`src/sll_pkg.sv`:
```
`timescale 1ns / 1ps

package sll_pkg;

  // Result status codes
  localparam logic [1:0] ST_OK     = 2'd0;
  localparam logic [1:0] ST_RANGE  = 2'd1;
  localparam logic [1:0] ST_NONODE = 2'd2;
  localparam logic [1:0] ST_FULL   = 2'd3;

  // Operation codes
  localparam logic OP_INSERT = 1'b0;
  localparam logic OP_DELETE = 1'b1;

  // Field widths of the stream payload
  localparam int POS_BITS    = 4;
  localparam int IN_VAL_BITS = 32;
  localparam int SLOT_BITS   = 4;
  localparam int ST_BITS     = 2;

  // Controller to datapath commands
  typedef struct packed {
    logic       load;      // latch a new transaction, reset the cursor
    logic       adv_head;  // cursor <= head link
    logic       adv_ram;   // cursor <= link read data
    logic       scan_inc;  // next candidate slot
    logic       clr_step;  // one entry of the post-reset in-use clear
    logic       ins_w1;    // write new node: link, in-use, value
    logic       ins_w2;    // link predecessor to new node
    logic       del_w1;    // bypass victim, free it
    logic       del_w2;    // null the victim link
    logic       out_load;  // load result register
    logic [1:0] out_status;
  } sll_cmd_t;

  // Datapath to controller status
  typedef struct packed {
    logic range_bad;
    logic ptr_null;
    logic ptr_head;
    logic walk_end;
    logic slot_free;
    logic scan_last;
    logic op;
    logic out_busy;
  } sll_sts_t;

endpackage

```
`src/sll_ram.sv`:
```
`timescale 1ns / 1ps

module sll_ram #(
  parameter int WIDTH = 8,
  parameter int DEPTH = 16
) (
  input  logic                     clk,
  input  logic                     wr_en,
  input  logic [$clog2(DEPTH)-1:0] wr_addr,
  input  logic [WIDTH-1:0]         wr_data,
  input  logic [$clog2(DEPTH)-1:0] rd_addr,
  output logic [WIDTH-1:0]         rd_data
);

  logic [WIDTH-1:0] mem [DEPTH];

  // One write port, one registered read port
  always_ff @(posedge clk) begin
    if (wr_en) begin
      mem[wr_addr] <= wr_data;
    end
    rd_data <= mem[rd_addr];
  end

endmodule

```
`src/sll_datapath.sv`:
```
`timescale 1ns / 1ps

module sll_datapath #(
  parameter int CAPACITY   = 16,
  parameter int VALUE_BITS = 32
) (
  input  logic                                clk,
  input  logic                                rst_n,
  input  sll_pkg::sll_cmd_t                   cmd,
  output sll_pkg::sll_sts_t                   sts,
  input  logic                                in_op,
  input  logic [sll_pkg::POS_BITS-1:0]        in_pos,
  input  logic signed [sll_pkg::IN_VAL_BITS-1:0] in_value,
  input  logic                                out_tready,
  output logic                                out_tvalid,
  output logic [sll_pkg::ST_BITS-1:0]         out_status,
  output logic [sll_pkg::SLOT_BITS-1:0]       out_slot
);

  localparam int ADDR_BITS = $clog2(CAPACITY);
  localparam int LINK_BITS = $clog2(CAPACITY + 1);
  localparam logic [LINK_BITS-1:0] NULL_LINK = LINK_BITS'(CAPACITY);
  localparam logic [ADDR_BITS-1:0] LAST_SLOT = ADDR_BITS'(CAPACITY - 1);

  // Transaction registers
  logic                            op_r;
  logic [sll_pkg::POS_BITS-1:0]    pos_r;
  logic [VALUE_BITS-1:0]           value_r;
  logic [LINK_BITS-1:0]            ptr_r;
  logic [sll_pkg::POS_BITS:0]      cnt_r;
  logic [ADDR_BITS-1:0]            pred_r;
  logic [ADDR_BITS-1:0]            victim_r;
  logic [ADDR_BITS-1:0]            scan_r;
  logic [LINK_BITS-1:0]            head_r;
  logic                            out_valid_r;
  logic [sll_pkg::ST_BITS-1:0]     out_status_r;
  logic [sll_pkg::SLOT_BITS-1:0]   out_slot_r;

  logic [2*sll_pkg::IN_VAL_BITS+sll_pkg::IN_VAL_BITS-1:0] value_ext;
  logic [sll_pkg::POS_BITS:0]      pos_ext;
  logic [sll_pkg::POS_BITS:0]      pred_cnt;
  logic [sll_pkg::POS_BITS:0]      end_cnt;
  logic                            pred_head;
  logic [LINK_BITS-1:0]            adv_link;
  logic [ADDR_BITS-1:0]            slot_sel;
  logic [ADDR_BITS+sll_pkg::SLOT_BITS-1:0] slot_ext;

  // Memory ports
  logic                  lk_we;
  logic [ADDR_BITS-1:0]  lk_wa;
  logic [LINK_BITS-1:0]  lk_wd;
  logic [LINK_BITS-1:0]  lk_rd;
  logic                  iu_we;
  logic [ADDR_BITS-1:0]  iu_wa;
  logic [0:0]            iu_wd;
  logic [0:0]            iu_rd;
  logic                  vs_we;
  logic [ADDR_BITS-1:0]  vs_wa;
  logic [VALUE_BITS-1:0] vs_wd;
  logic [VALUE_BITS-1:0] vs_rd;

  assign value_ext = {{(2*sll_pkg::IN_VAL_BITS){in_value[sll_pkg::IN_VAL_BITS-1]}}, in_value};
  assign pos_ext   = {1'b0, pos_r};
  assign pred_cnt  = pos_ext - 1'b1;
  assign end_cnt   = pos_ext + {{sll_pkg::POS_BITS{1'b0}}, op_r};
  assign pred_head = (pred_r == '0);
  assign adv_link  = cmd.adv_head ? head_r : lk_rd;

  // Status back to the controller
  always_comb begin
    sts.range_bad = (pos_r == '0) || (int'(pos_r) > CAPACITY - 1);
    sts.ptr_null  = (ptr_r == NULL_LINK);
    sts.ptr_head  = (ptr_r == '0);
    sts.walk_end  = (cnt_r == end_cnt);
    sts.slot_free = (iu_rd == 1'b0);
    sts.scan_last = (scan_r == LAST_SLOT);
    sts.op        = op_r;
    sts.out_busy  = out_valid_r && !out_tready;
  end

  // Link store write port
  always_comb begin
    lk_we = 1'b0;
    lk_wa = scan_r;
    lk_wd = ptr_r;
    if (cmd.ins_w1) begin
      lk_we = 1'b1;
    end
    if (cmd.ins_w2 && !pred_head) begin
      lk_we = 1'b1;
      lk_wa = pred_r;
      lk_wd = LINK_BITS'(scan_r);
    end
    if (cmd.del_w1 && !pred_head) begin
      lk_we = 1'b1;
      lk_wa = pred_r;
      lk_wd = ptr_r;
    end
    if (cmd.del_w2) begin
      lk_we = 1'b1;
      lk_wa = victim_r;
      lk_wd = NULL_LINK;
    end
  end

  // In-use and value store write ports
  always_comb begin
    iu_we = cmd.clr_step || cmd.ins_w1 || cmd.del_w1;
    iu_wa = cmd.del_w1 ? victim_r : scan_r;
    iu_wd = cmd.clr_step ? (scan_r == '0) : cmd.ins_w1;
    vs_we = cmd.ins_w1 || cmd.del_w1;
    vs_wa = cmd.del_w1 ? victim_r : scan_r;
    vs_wd = cmd.del_w1 ? '0 : value_r;
  end

  sll_ram #(.WIDTH(LINK_BITS), .DEPTH(CAPACITY)) u_link_ram (
    .clk     (clk),
    .wr_en   (lk_we),
    .wr_addr (lk_wa),
    .wr_data (lk_wd),
    .rd_addr (ptr_r[ADDR_BITS-1:0]),
    .rd_data (lk_rd)
  );

  sll_ram #(.WIDTH(1), .DEPTH(CAPACITY)) u_used_ram (
    .clk     (clk),
    .wr_en   (iu_we),
    .wr_addr (iu_wa),
    .wr_data (iu_wd),
    .rd_addr (scan_r),
    .rd_data (iu_rd)
  );

  sll_ram #(.WIDTH(VALUE_BITS), .DEPTH(CAPACITY)) u_value_ram (
    .clk     (clk),
    .wr_en   (vs_we),
    .wr_addr (vs_wa),
    .wr_data (vs_wd),
    .rd_addr (victim_r),
    .rd_data (vs_rd)
  );

  // Result slot: new node on insert, freed node on delete, zero on a failure
  always_comb begin
    slot_sel = '0;
    if (cmd.out_status == sll_pkg::ST_OK) begin
      slot_sel = (op_r == sll_pkg::OP_DELETE) ? victim_r : scan_r;
    end
    slot_ext = {{sll_pkg::SLOT_BITS{1'b0}}, slot_sel};
  end

  // Control registers: head link, clear/scan counter, result valid
  always_ff @(posedge clk) begin
    if (!rst_n) begin
      head_r      <= NULL_LINK;
      scan_r      <= '0;
      out_valid_r <= 1'b0;
    end else begin
      if (cmd.load) begin
        scan_r <= ADDR_BITS'(1);
      end else if (cmd.clr_step || cmd.scan_inc) begin
        scan_r <= scan_r + 1'b1;
      end
      if (cmd.ins_w2 && pred_head) begin
        head_r <= LINK_BITS'(scan_r);
      end else if (cmd.del_w1 && pred_head) begin
        head_r <= ptr_r;
      end
      if (cmd.out_load) begin
        out_valid_r <= 1'b1;
      end else if (out_tready) begin
        out_valid_r <= 1'b0;
      end
    end
  end

  // Payload, walk cursor and result fields
  always_ff @(posedge clk) begin
    if (cmd.load) begin
      op_r    <= in_op;
      pos_r   <= in_pos;
      value_r <= value_ext[VALUE_BITS-1:0];
      ptr_r   <= '0;
      cnt_r   <= '0;
    end else if (cmd.adv_head || cmd.adv_ram) begin
      if (cnt_r == pred_cnt) begin
        pred_r <= ptr_r[ADDR_BITS-1:0];
      end
      if (cnt_r == pos_ext) begin
        victim_r <= ptr_r[ADDR_BITS-1:0];
      end
      ptr_r <= adv_link;
      cnt_r <= cnt_r + 1'b1;
    end
    if (cmd.out_load) begin
      out_status_r <= cmd.out_status;
      out_slot_r   <= slot_ext[sll_pkg::SLOT_BITS-1:0];
    end
  end

  assign out_tvalid = out_valid_r;
  assign out_status = out_status_r;
  assign out_slot   = out_slot_r;

endmodule

```
`src/sll_ctrl.sv`:
```
`timescale 1ns / 1ps

module sll_ctrl (
  input  logic              clk,
  input  logic              rst_n,
  input  logic              in_tvalid,
  output logic              in_tready,
  input  sll_pkg::sll_sts_t sts,
  output sll_pkg::sll_cmd_t cmd
);

  typedef enum logic [3:0] {
    S_CLEAR,
    S_IDLE,
    S_CHECK,
    S_WALK,
    S_WALK_WAIT,
    S_SCAN_RD,
    S_SCAN_CHK,
    S_INS_W1,
    S_INS_W2,
    S_DEL_W1,
    S_DEL_W2,
    S_OUT
  } state_t;

  state_t     state_r, state_nxt;
  logic [1:0] res_r, res_nxt;
  logic       rdy_r, rdy_nxt;

  // Next state and command decode
  always_comb begin
    state_nxt = state_r;
    res_nxt   = res_r;
    cmd       = '0;
    unique case (state_r)
      S_CLEAR: begin
        cmd.clr_step = 1'b1;
        if (sts.scan_last) state_nxt = S_IDLE;
      end
      S_IDLE: begin
        if (in_tvalid && rdy_r) begin
          cmd.load  = 1'b1;
          state_nxt = S_CHECK;
        end
      end
      S_CHECK: begin
        if (sts.range_bad) begin
          res_nxt   = sll_pkg::ST_RANGE;
          state_nxt = S_OUT;
        end else begin
          state_nxt = S_WALK;
        end
      end
      S_WALK: begin
        priority if (sts.walk_end) begin
          state_nxt = (sts.op == sll_pkg::OP_DELETE) ? S_DEL_W1 : S_SCAN_RD;
        end else if (sts.ptr_null) begin
          res_nxt   = sll_pkg::ST_NONODE;
          state_nxt = S_OUT;
        end else if (sts.ptr_head) begin
          cmd.adv_head = 1'b1;
        end else begin
          state_nxt = S_WALK_WAIT;
        end
      end
      S_WALK_WAIT: begin
        cmd.adv_ram = 1'b1;
        state_nxt   = S_WALK;
      end
      S_SCAN_RD: begin
        state_nxt = S_SCAN_CHK;
      end
      S_SCAN_CHK: begin
        priority if (sts.slot_free) begin
          state_nxt = S_INS_W1;
        end else if (sts.scan_last) begin
          res_nxt   = sll_pkg::ST_FULL;
          state_nxt = S_OUT;
        end else begin
          cmd.scan_inc = 1'b1;
          state_nxt    = S_SCAN_RD;
        end
      end
      S_INS_W1: begin
        cmd.ins_w1 = 1'b1;
        state_nxt  = S_INS_W2;
      end
      S_INS_W2: begin
        cmd.ins_w2 = 1'b1;
        res_nxt    = sll_pkg::ST_OK;
        state_nxt  = S_OUT;
      end
      S_DEL_W1: begin
        cmd.del_w1 = 1'b1;
        state_nxt  = S_DEL_W2;
      end
      S_DEL_W2: begin
        cmd.del_w2 = 1'b1;
        res_nxt    = sll_pkg::ST_OK;
        state_nxt  = S_OUT;
      end
      S_OUT: begin
        cmd.out_status = res_r;
        if (!sts.out_busy) begin
          cmd.out_load = 1'b1;
          state_nxt    = S_IDLE;
        end
      end
      default: begin
        state_nxt = S_IDLE;
      end
    endcase
    rdy_nxt = (state_nxt == S_IDLE);
  end

  // State and registered outputs
  always_ff @(posedge clk) begin
    if (!rst_n) begin
      state_r <= S_CLEAR;
      res_r   <= sll_pkg::ST_OK;
      rdy_r   <= 1'b0;
    end else begin
      state_r <= state_nxt;
      res_r   <= res_nxt;
      rdy_r   <= rdy_nxt;
    end
  end

  assign in_tready = rdy_r;

endmodule

```
`src/static_linked_list_engine_unit.sv`:
```
`timescale 1ns / 1ps
// After acceptance the block checks the position and walks the links from the head (one more
// link on delete); an insert then probes slots in a lowest-free-slot scan, writes the new
// node and links its predecessor, and the result loads into the result register. A bad
// position goes from the check straight to the result. A held result stalls the block until it is taken.
// Only one transaction is in flight; the next is taken in the cycle after the result loads.
// Reset: synchronous, active low; then a clear of the in-use store during which in_tready
// stays low. The head starts empty.

module static_linked_list_engine_unit #(
  parameter int CAPACITY   = 16,
  parameter int VALUE_BITS = 32
) (
  input  logic        clk,
  input  logic        rst_n,
  input  logic        in_tvalid,
  output logic        in_tready,
  input  logic [39:0] in_tdata,   // [3:0] position, [35:4] value, [39:36] zero
  input  logic        in_tuser,   // [0] op
  output logic        out_tvalid,
  input  logic        out_tready,
  output logic [7:0]  out_tdata   // [1:0] status, [5:2] slot, [7:6] zero
);

  sll_pkg::sll_cmd_t cmd;
  sll_pkg::sll_sts_t sts;

  logic [sll_pkg::ST_BITS-1:0]   res_status;
  logic [sll_pkg::SLOT_BITS-1:0] res_slot;

  sll_ctrl u_ctrl (
    .clk       (clk),
    .rst_n     (rst_n),
    .in_tvalid (in_tvalid),
    .in_tready (in_tready),
    .sts       (sts),
    .cmd       (cmd)
  );

  sll_datapath #(.CAPACITY(CAPACITY), .VALUE_BITS(VALUE_BITS)) u_dp (
    .clk        (clk),
    .rst_n      (rst_n),
    .cmd        (cmd),
    .sts        (sts),
    .in_op      (in_tuser),
    .in_pos     (in_tdata[3:0]),
    .in_value   (in_tdata[35:4]),
    .out_tready (out_tready),
    .out_tvalid (out_tvalid),
    .out_status (res_status),
    .out_slot   (res_slot)
  );

  assign out_tdata = {2'b00, res_slot, res_status};

  // A failed transaction never reports a slot
  a_fail_slot_zero: assert property (@(posedge clk) disable iff (!rst_n)
    out_tvalid && (out_tdata[1:0] != sll_pkg::ST_OK) |-> out_tdata[5:2] == '0)
    else $error("slot nonzero on failed transaction");

  // Only one transaction in flight
  a_busy_after_accept: assert property (@(posedge clk) disable iff (!rst_n)
    in_tvalid && in_tready |=> !in_tready)
    else $error("input accepted while busy");

  // Clear pass holds off input right after reset
  a_clear_after_reset: assert property (@(posedge clk)
    !rst_n |=> !in_tready)
    else $error("input ready during clear pass");

  // A result is loaded only when the block has finished and is not taking input
  a_result_when_busy: assert property (@(posedge clk) disable iff (!rst_n)
    $rose(out_tvalid) |-> $past(!in_tready))
    else $error("result appeared without a transaction in progress");

endmodule
```
`config.mk`:
```
export PLATFORM = sky130hd
export DESIGN_NAME = static_linked_list_engine_unit
export DESIGN_NICKNAME = d
export VERILOG_FILES = /design/src/sll_pkg.sv /design/src/sll_ram.sv /design/src/sll_datapath.sv /design/src/sll_ctrl.sv /design/src/static_linked_list_engine_unit.sv
export SDC_FILE = /design/constraint.sdc
export NUM_CORES = 1
export LEC_CHECK = 0
export BUFFER_PORTS_ARGS = -buffer_cell sky130_fd_sc_hd__buf_2
export CAP_MARGIN = 0
export CORE_ASPECT_RATIO = 0.75
export CORE_UTILIZATION = 57
export CTS_CLUSTER_SIZE = 8
export DETAILED_ROUTE_END_ITERATION = 12
export HOLD_SLACK_MARGIN = 0.02
export PLACE_DENSITY = 0.77
export SETUP_SLACK_MARGIN = 0.3
export SYNTH_ARGS = -nofsm -noshare
export SYNTH_HDL_FRONTEND = slang
export SYNTH_SLANG_ARGS = --single-unit
export TNS_END_PERCENT = 1
```
`constraint.sdc`:
```
create_clock -name clk -period 5 [get_ports clk]
set_clock_uncertainty 0.1 [all_clocks]
set_input_delay 1.5 -clock clk [delete_from_list [all_inputs] [get_ports clk]]
set_output_delay 1.5 -clock clk [all_outputs]
set_load 0.02 [all_outputs]
```
## Word level (Yosys, flattened, before mapping)

Memories as Yosys holds them, arrays and structs flattened. A register that Yosys moved wholly into a read port is not among the register bits.
Cells that the tools add are included.

| operators by class | value |
|---|---|
| mux-type cells | 58 |
| reduce and logical (&&, ||, !) cells | 27 |
| bitwise logic cells | 2 |
| add/subtract/negate cells | 4 |
| equal/unequal tests | 22 |

Operators with widths:

| kind | number |
|---|---|
| 2-to-1 mux 4 bit | 15 |
| case mux 4 bit (11 select lines) | 1 |
| 2-to-1 mux 5 bit | 6 |
| 2-to-1 mux 1 bit | 29 |
| == test 4 bit, second input constant | 5 |
| == test 4 x 3 -> 1 bit, second input constant | 4 |
| logical NOT 4 bit | 4 |
| == test 5 bit | 2 |
| 2-to-1 mux 2 bit | 5 |
| == test 4 x 1 -> 1 bit, second input constant | 2 |
| == test 4 x 2 -> 1 bit, second input constant | 2 |
| != test 2 bit, second input constant | 4 |
| case mux 2 bit (4 select lines) | 1 |
| logical AND 1 bit | 6 |
| AND reduction 3 bit | 2 |
| AND reduction 6 bit | 1 |
| nonzero test 2 bit | 3 |
| adder 4 x 1 -> 5 bit | 1 |
| adder 5 x 1 -> 5 bit, second input constant | 1 |
| == test 5 x 4 -> 1 bit | 1 |
| == test 5 bit, second input constant | 1 |
| logical NOT 5 bit | 1 |
| subtractor 4 x 1 -> 5 bit, second input constant | 1 |
| adder 4 x 1 -> 4 bit, second input constant | 1 |
| other kinds (8) | 14 |

| word-level totals | value |
|---|---|
| memories | 2 |
| flip-flop bits (word level) | 46 |
| input port bits | 45 |
| word-level logic and storage cells | 130 |
| RAM bits | 96 |
| output and inout port bits | 10 |

Memory list:

| name | depth | width | read ports | clocked after Yosys merged registers in | write ports | RTL line | text |
|---|---|---|---|---|---|---|---|
| u_dp.u_link_ram.mem | 16 | 5 | 1 | 1 | 1 | sll_ram.sv:15 | `logic [WIDTH-1:0] mem [DEPTH];` |
| u_dp.u_used_ram.mem | 16 | 1 | 1 | 1 | 1 | sll_ram.sv:15 |  |

## Logic depth before layout (Yosys ltp)

| logic depth | value |
|---|---|
| depth after elaboration | 8 |
| mapped depth | 9 |
| mapped depth without buffers | 8 |

## Modules after synthesis

From an unflattened synthesis, not the netlist that was laid out.

| unflattened totals | value |
|---|---|
| cell total of the unflattened synthesis | 509 |
| area total of the unflattened synthesis | 6784.0 um2 |

Modules (own cells, without submodules):

| module | cells each | instances | area an instance (um2) | seq. area each (um2) |
|---|---|---|---|---|
| sll_ram (u_dp.u_link_ram) | 155 | 1 | 3213.1 | 2502.4 |
| sll_datapath | 220 | 1 | 2148.3 | 970.9 |
| sll_ram (u_dp.u_used_ram) | 47 | 1 | 745.7 | 500.5 |
| sll_ctrl | 84 | 1 | 658.1 | 140.1 |
| static_linked_list_engine_unit | 3 | 1 | 18.8 | 0.0 |

## Least setup slack after synthesis

Ideal clock, no wire load.

| timing path | value |
|---|---|
| path type | input port to flip-flop |
| start point | input port out_tready |
| end point | register u_ctrl.rdy_r, in the netlist u_ctrl.in_tready |
| setup slack | 2535 ps |
| setup time | 115 ps |
| required time | 4785 ps |
| buffers on the path | 0 |
| stages on the path | 6 |
| data arrival time | 2250 ps |
| path through | nor2b_1 -> a21oi_1 -> o221ai_1 -> a31oi_1 -> and3_1 -> and3_1 |

| between the ends | value |
|---|---|
| word-level cells in the longest chain between the ends | 5 |

Ends and longest elaborated chain:

| item | RTL line | text |
|---|---|---|
| start, declared | static_linked_list_engine_unit.sv:21 | `input logic out_tready,` |
| logical NOT 1 bit | sll_datapath.sv:78 | `sts.out_busy = out_valid_r && !out_tready;` |
| logical AND 1 bit | sll_datapath.sv:78 |  |
| 2-to-1 mux 4 bit | sll_ctrl.sv:105 | `if (!sts.out_busy) begin` |
| case mux 4 bit (11 select lines) | sll_ctrl.sv:36 | `unique case (state_r)` |
| == test 4 x 1 -> 1 bit | sll_ctrl.sv:114 | `rdy_nxt = (state_nxt == S_IDLE);` |
| end signal, assigned | sll_ctrl.sv:126 | `rdy_r <= rdy_nxt;` |
| end, declared | sll_ctrl.sv:29 | `logic rdy_r, rdy_nxt;` |

No other way between the ends.
A chain may end at the register's enable or synchronous reset.

## Final worst setup path

| timing path | value |
|---|---|
| start point | register u_ctrl.state_r[3] |
| end point | memory u_dp.u_link_ram.mem[9][3] (netlist name), data pin |

| between the ends | value |
|---|---|
| word-level cells in the longest chain between the ends | 6 |
| elaborated cells between the ends (all ways) | 11 |
| classes of those cells | eq/ne (3); mux (6); reduce/logical (2) |

Ends and longest elaborated chain:

| item | RTL line | text |
|---|---|---|
| start, declared | sll_ctrl.sv:27 | `state_t state_r, state_nxt;` |
| start signal, assigned | sll_ctrl.sv:124 | `state_r <= state_nxt;` |
| == test 4 bit | sll_ctrl.sv:36 |  |
| 2-to-1 mux 1 bit | sll_ctrl.sv:36 |  |
| logical AND 1 bit | sll_datapath.sv:89 | `if (cmd.ins_w2 && !pred_head) begin` |
| 2-to-1 mux 5 bit | sll_datapath.sv:89 |  |
| 2-to-1 mux 5 bit | sll_datapath.sv:94 | `if (cmd.del_w1 && !pred_head) begin` |
| 2-to-1 mux 5 bit (*) | sll_datapath.sv:99 | `if (cmd.del_w2) begin` |
| via u_dp.lk_wd[3] | sll_datapath.sv:51 | `logic [LINK_BITS-1:0] lk_wd;` |
| end, declared | sll_ram.sv:15 |  |

The timed path passes the listed nets; every way through them passes the cells marked *.

==> results.tsv <==
metric	value	unit
clk_lat worst skew	0.43	ns
initial drt markers	421	
Rel. slew slack	22.87	%
Antenna Nets Post-Route	0	
Layout area overhead	10.27	%
leakage	2.532	nW
post-layout util	65.90	%
drt pass-1 iters	5	
post-CTS resize count	0	
fin crit share	63.68	%
DIE WIDTH	126.8	um
DR WL/cell	21.00	um
Worst Path Arrival	3.15	ns
cell count after placement	628	
met2 routed WL	6.586	mm
maximum VDD drop	0.0002838	V
most common cell in the netlist	edfxtp_1	
mean post-synth cell area	13.38	um2
initial antenna violation count	0	
initial core utilization	59.76	%
Async SR Flop Fraction	0	%
# DRC	0	
diodes inserted	0	
clk slew on worst S/H paths	0.06	ns
die height	95.63	um
CP Capture Type	flip-flop	
reg2reg path depth	4	
Post-Synthesis Cells	498	
CTS Hold Bufs	0	
vias in the first global route	3908	
Setup TNS	0	ns
GP Congestion	0.8562	
crit path kind	reg2reg	
DP HPWL	9.184	mm
status	finished clean	
Top Metal Used	met4	
Final setup viols	0	
Fin. Hold Viols	0	
All-Layer GR Usage	24.57	%
CP endpoint	u_dp.u_link_ram.mem[9][3]	
pin count of the biggest net entering global routing	28	
number of synthesized flops with an enable pin	115	
CTS tree	built	
# port buffers	16	
Most used DFF post-synth	edfxtp_1	
RSZ-0062 raised after global routing	false	
Pwr Density	549.0	mW/mm2
minimum clock period	3.184	ns
Reg2Reg Launch Point	u_ctrl.state_r[3]	
Post-synth top cells	edfxtp_1, nor2_1, nand2_1	
Seq/Total Area, Yosys	61.75	%
reg2reg setup slack	1.82	ns
Via Count	4167	
Max Cap Viol	0	
element type at the critical path start	flip-flop	
mapped cell area	0.006663	mm2
crit path from	u_ctrl.state_r[3]	
clock buffer count from CTS	17	
achievable clock frequency	0.3141	GHz
Post-layout nets	558	
final global-route overflow total	0	
vias per cell	6.314	
clk sinks	148	
row count	33	
WL met3	965	um
HP Class	reg2reg	
Slew Viols, Final	0	
core outline area	0.01115	mm2
DIE AREA	0.01213	mm2
Crit Reg-Reg Endpoint	u_dp.u_link_ram.mem[9][3]	
Crit Path Max Fanout	16	
Root Buffer	clkbuf_16	
Metal-1 WL	6.112	mm
flops & latches, synth	148	
htree depth	4	
Cell variety after synth	56	
Yosys top cell area share	51.83	%
routed wire length	13.86	mm
area leader, netlist	edfxtp_1	
Synth area leaders	edfxtp_1, mux4_2, dfxtp_1	
global-route wire length before repair	21.33	mm
IO Pins	55	
slew at the pin closest to its max-slew limit	1.153	ns
Post-CTS Setup Bufs	0	
YS warnings	0	
non-filler cells, final	660	
Req. time, crit path	4.96	ns
clock tree buffer depth	2	
layout cells sized above 1	16.92	%
## state kept, by name, indices dropped and copies added (netlist names)
register and flops:
u_dp.op_r 1, u_dp.u_link_ram.rd_data 5, u_ctrl.in_tready 1, u_dp.victim_r 4, u_dp.cnt_r 5, u_dp.pos_r 4
u_ctrl.res_r 2, u_dp.u_used_ram.mem 16, u_dp.out_status 2, u_dp.head_r 5, u_dp.scan_r 4, u_dp.out_slot 4
u_dp.pred_r 4, u_ctrl.state_r 4, u_dp.out_tvalid 1, u_dp.u_link_ram.mem 80, u_dp.ptr_r 5, u_dp.u_used_ram.rd_data 1
## worst max-delay path, cell delays in order (launching register included)
cell     delay (ns)
dfxtp_1        0.68
nor2b_1        0.57
nand3_1        0.38
mux2i_1        0.20
nor2_1         0.89
## cell type report
cell class	instances	area, um2
sequential	148	4114
inverter	8	30.03
multi-input combinational	314	2380
timing repair buffer	18	95.09
tap	140	175.2
fill	752	3801
clock inverter	14	123.9
clock buffer	18	429.2
## per-stage QoR
stage / total power [W] / hold WS (ns) / instance area, um2 / setup WS [ns]
floorplan: 0.002559 / 0.3237 / 6666 / 2.535
detailed placement: 0.002841 / 0.3560 / 6794 / 1.803
global placement: 0.002792 / 0.3629 / 6794 / 1.968
global route: 0.004208 / 0.3975 / 7347 / 1.578
CTS: 0.004040 / 0.3692 / 7347 / 1.852
finish: 0.004033 / 0.3745 / 7347 / 1.816
## how the worst min path moves through the flow
stage                   start        endpoint  slack, ns  depth (start not counted)
2_1_floorplan   u_dp.ptr_r[0]  u_dp.pred_r[0]       0.32                          0
3_3_place_gp   u_dp.head_r[4]   u_dp.ptr_r[4]       0.36                          2
5_1_grt        u_dp.head_r[4]   u_dp.ptr_r[4]       0.40                          2
6_report       u_dp.head_r[4]   u_dp.ptr_r[4]       0.37                          2
3_5_place_dp   u_dp.head_r[4]   u_dp.ptr_r[4]       0.36                          2
4_1_cts        u_dp.head_r[4]   u_dp.ptr_r[4]       0.37                          2
## cells by family (layout without fill, tap and decap cells)
kind of cell | Yosys count | count (layout) | share of synthesized area, %
compound gates | 70 | 70 | 7.530
xor+xnor | 15 | 15 | 1.972
fa+ha+maj | 6 | 6 | 1.127
buf+inv | 37 | 58 | 2.591
flops | 148 | 148 | 61.75
mux | 43 | 43 | 12.09
other cells | 1 | 2 | 0.05628
simple gates | 178 | 178 | 12.88
## cell usage in the layout, fill, tap and decap left out, types with 4 or more instances in the layout
cell type / n
dfxtp_1: 33
xor2_1: 4
o211a_1: 4
clkbuf_16: 17
a31oi_1: 7
and2_1: 6
nand2_1: 37
nor3_1: 5
buf_2: 16
inv_6: 4
nand4_1: 5
xnor2_1: 11
ha_1: 6
mux2i_1: 13
and3_1: 5
inv_1: 8
nand3_1: 13
mux4_2: 30
edfxtp_1: 115
a21oi_1: 17
nor2b_1: 9
nor2_1: 72
o21ai_0: 11
nand2b_1: 10
## report_power, final
group	switching [W]	total [W]	internal, W
Clock	0.000510	0.00120	0.000687
Combinational	0.000599	0.00102	0.000422
Sequential	0.000197	0.00181	0.00162
Total	0.00131	0.00403	0.00273
## metal layers
layer  vias to the layer above  GRT usage (%)
met5                         -              0
met4                         0          9.821
met3                        20          5.668
met2                       177          37.59
met1                      2076          34.44
li1                       1894              -
(Power assumes the default switching activity.)
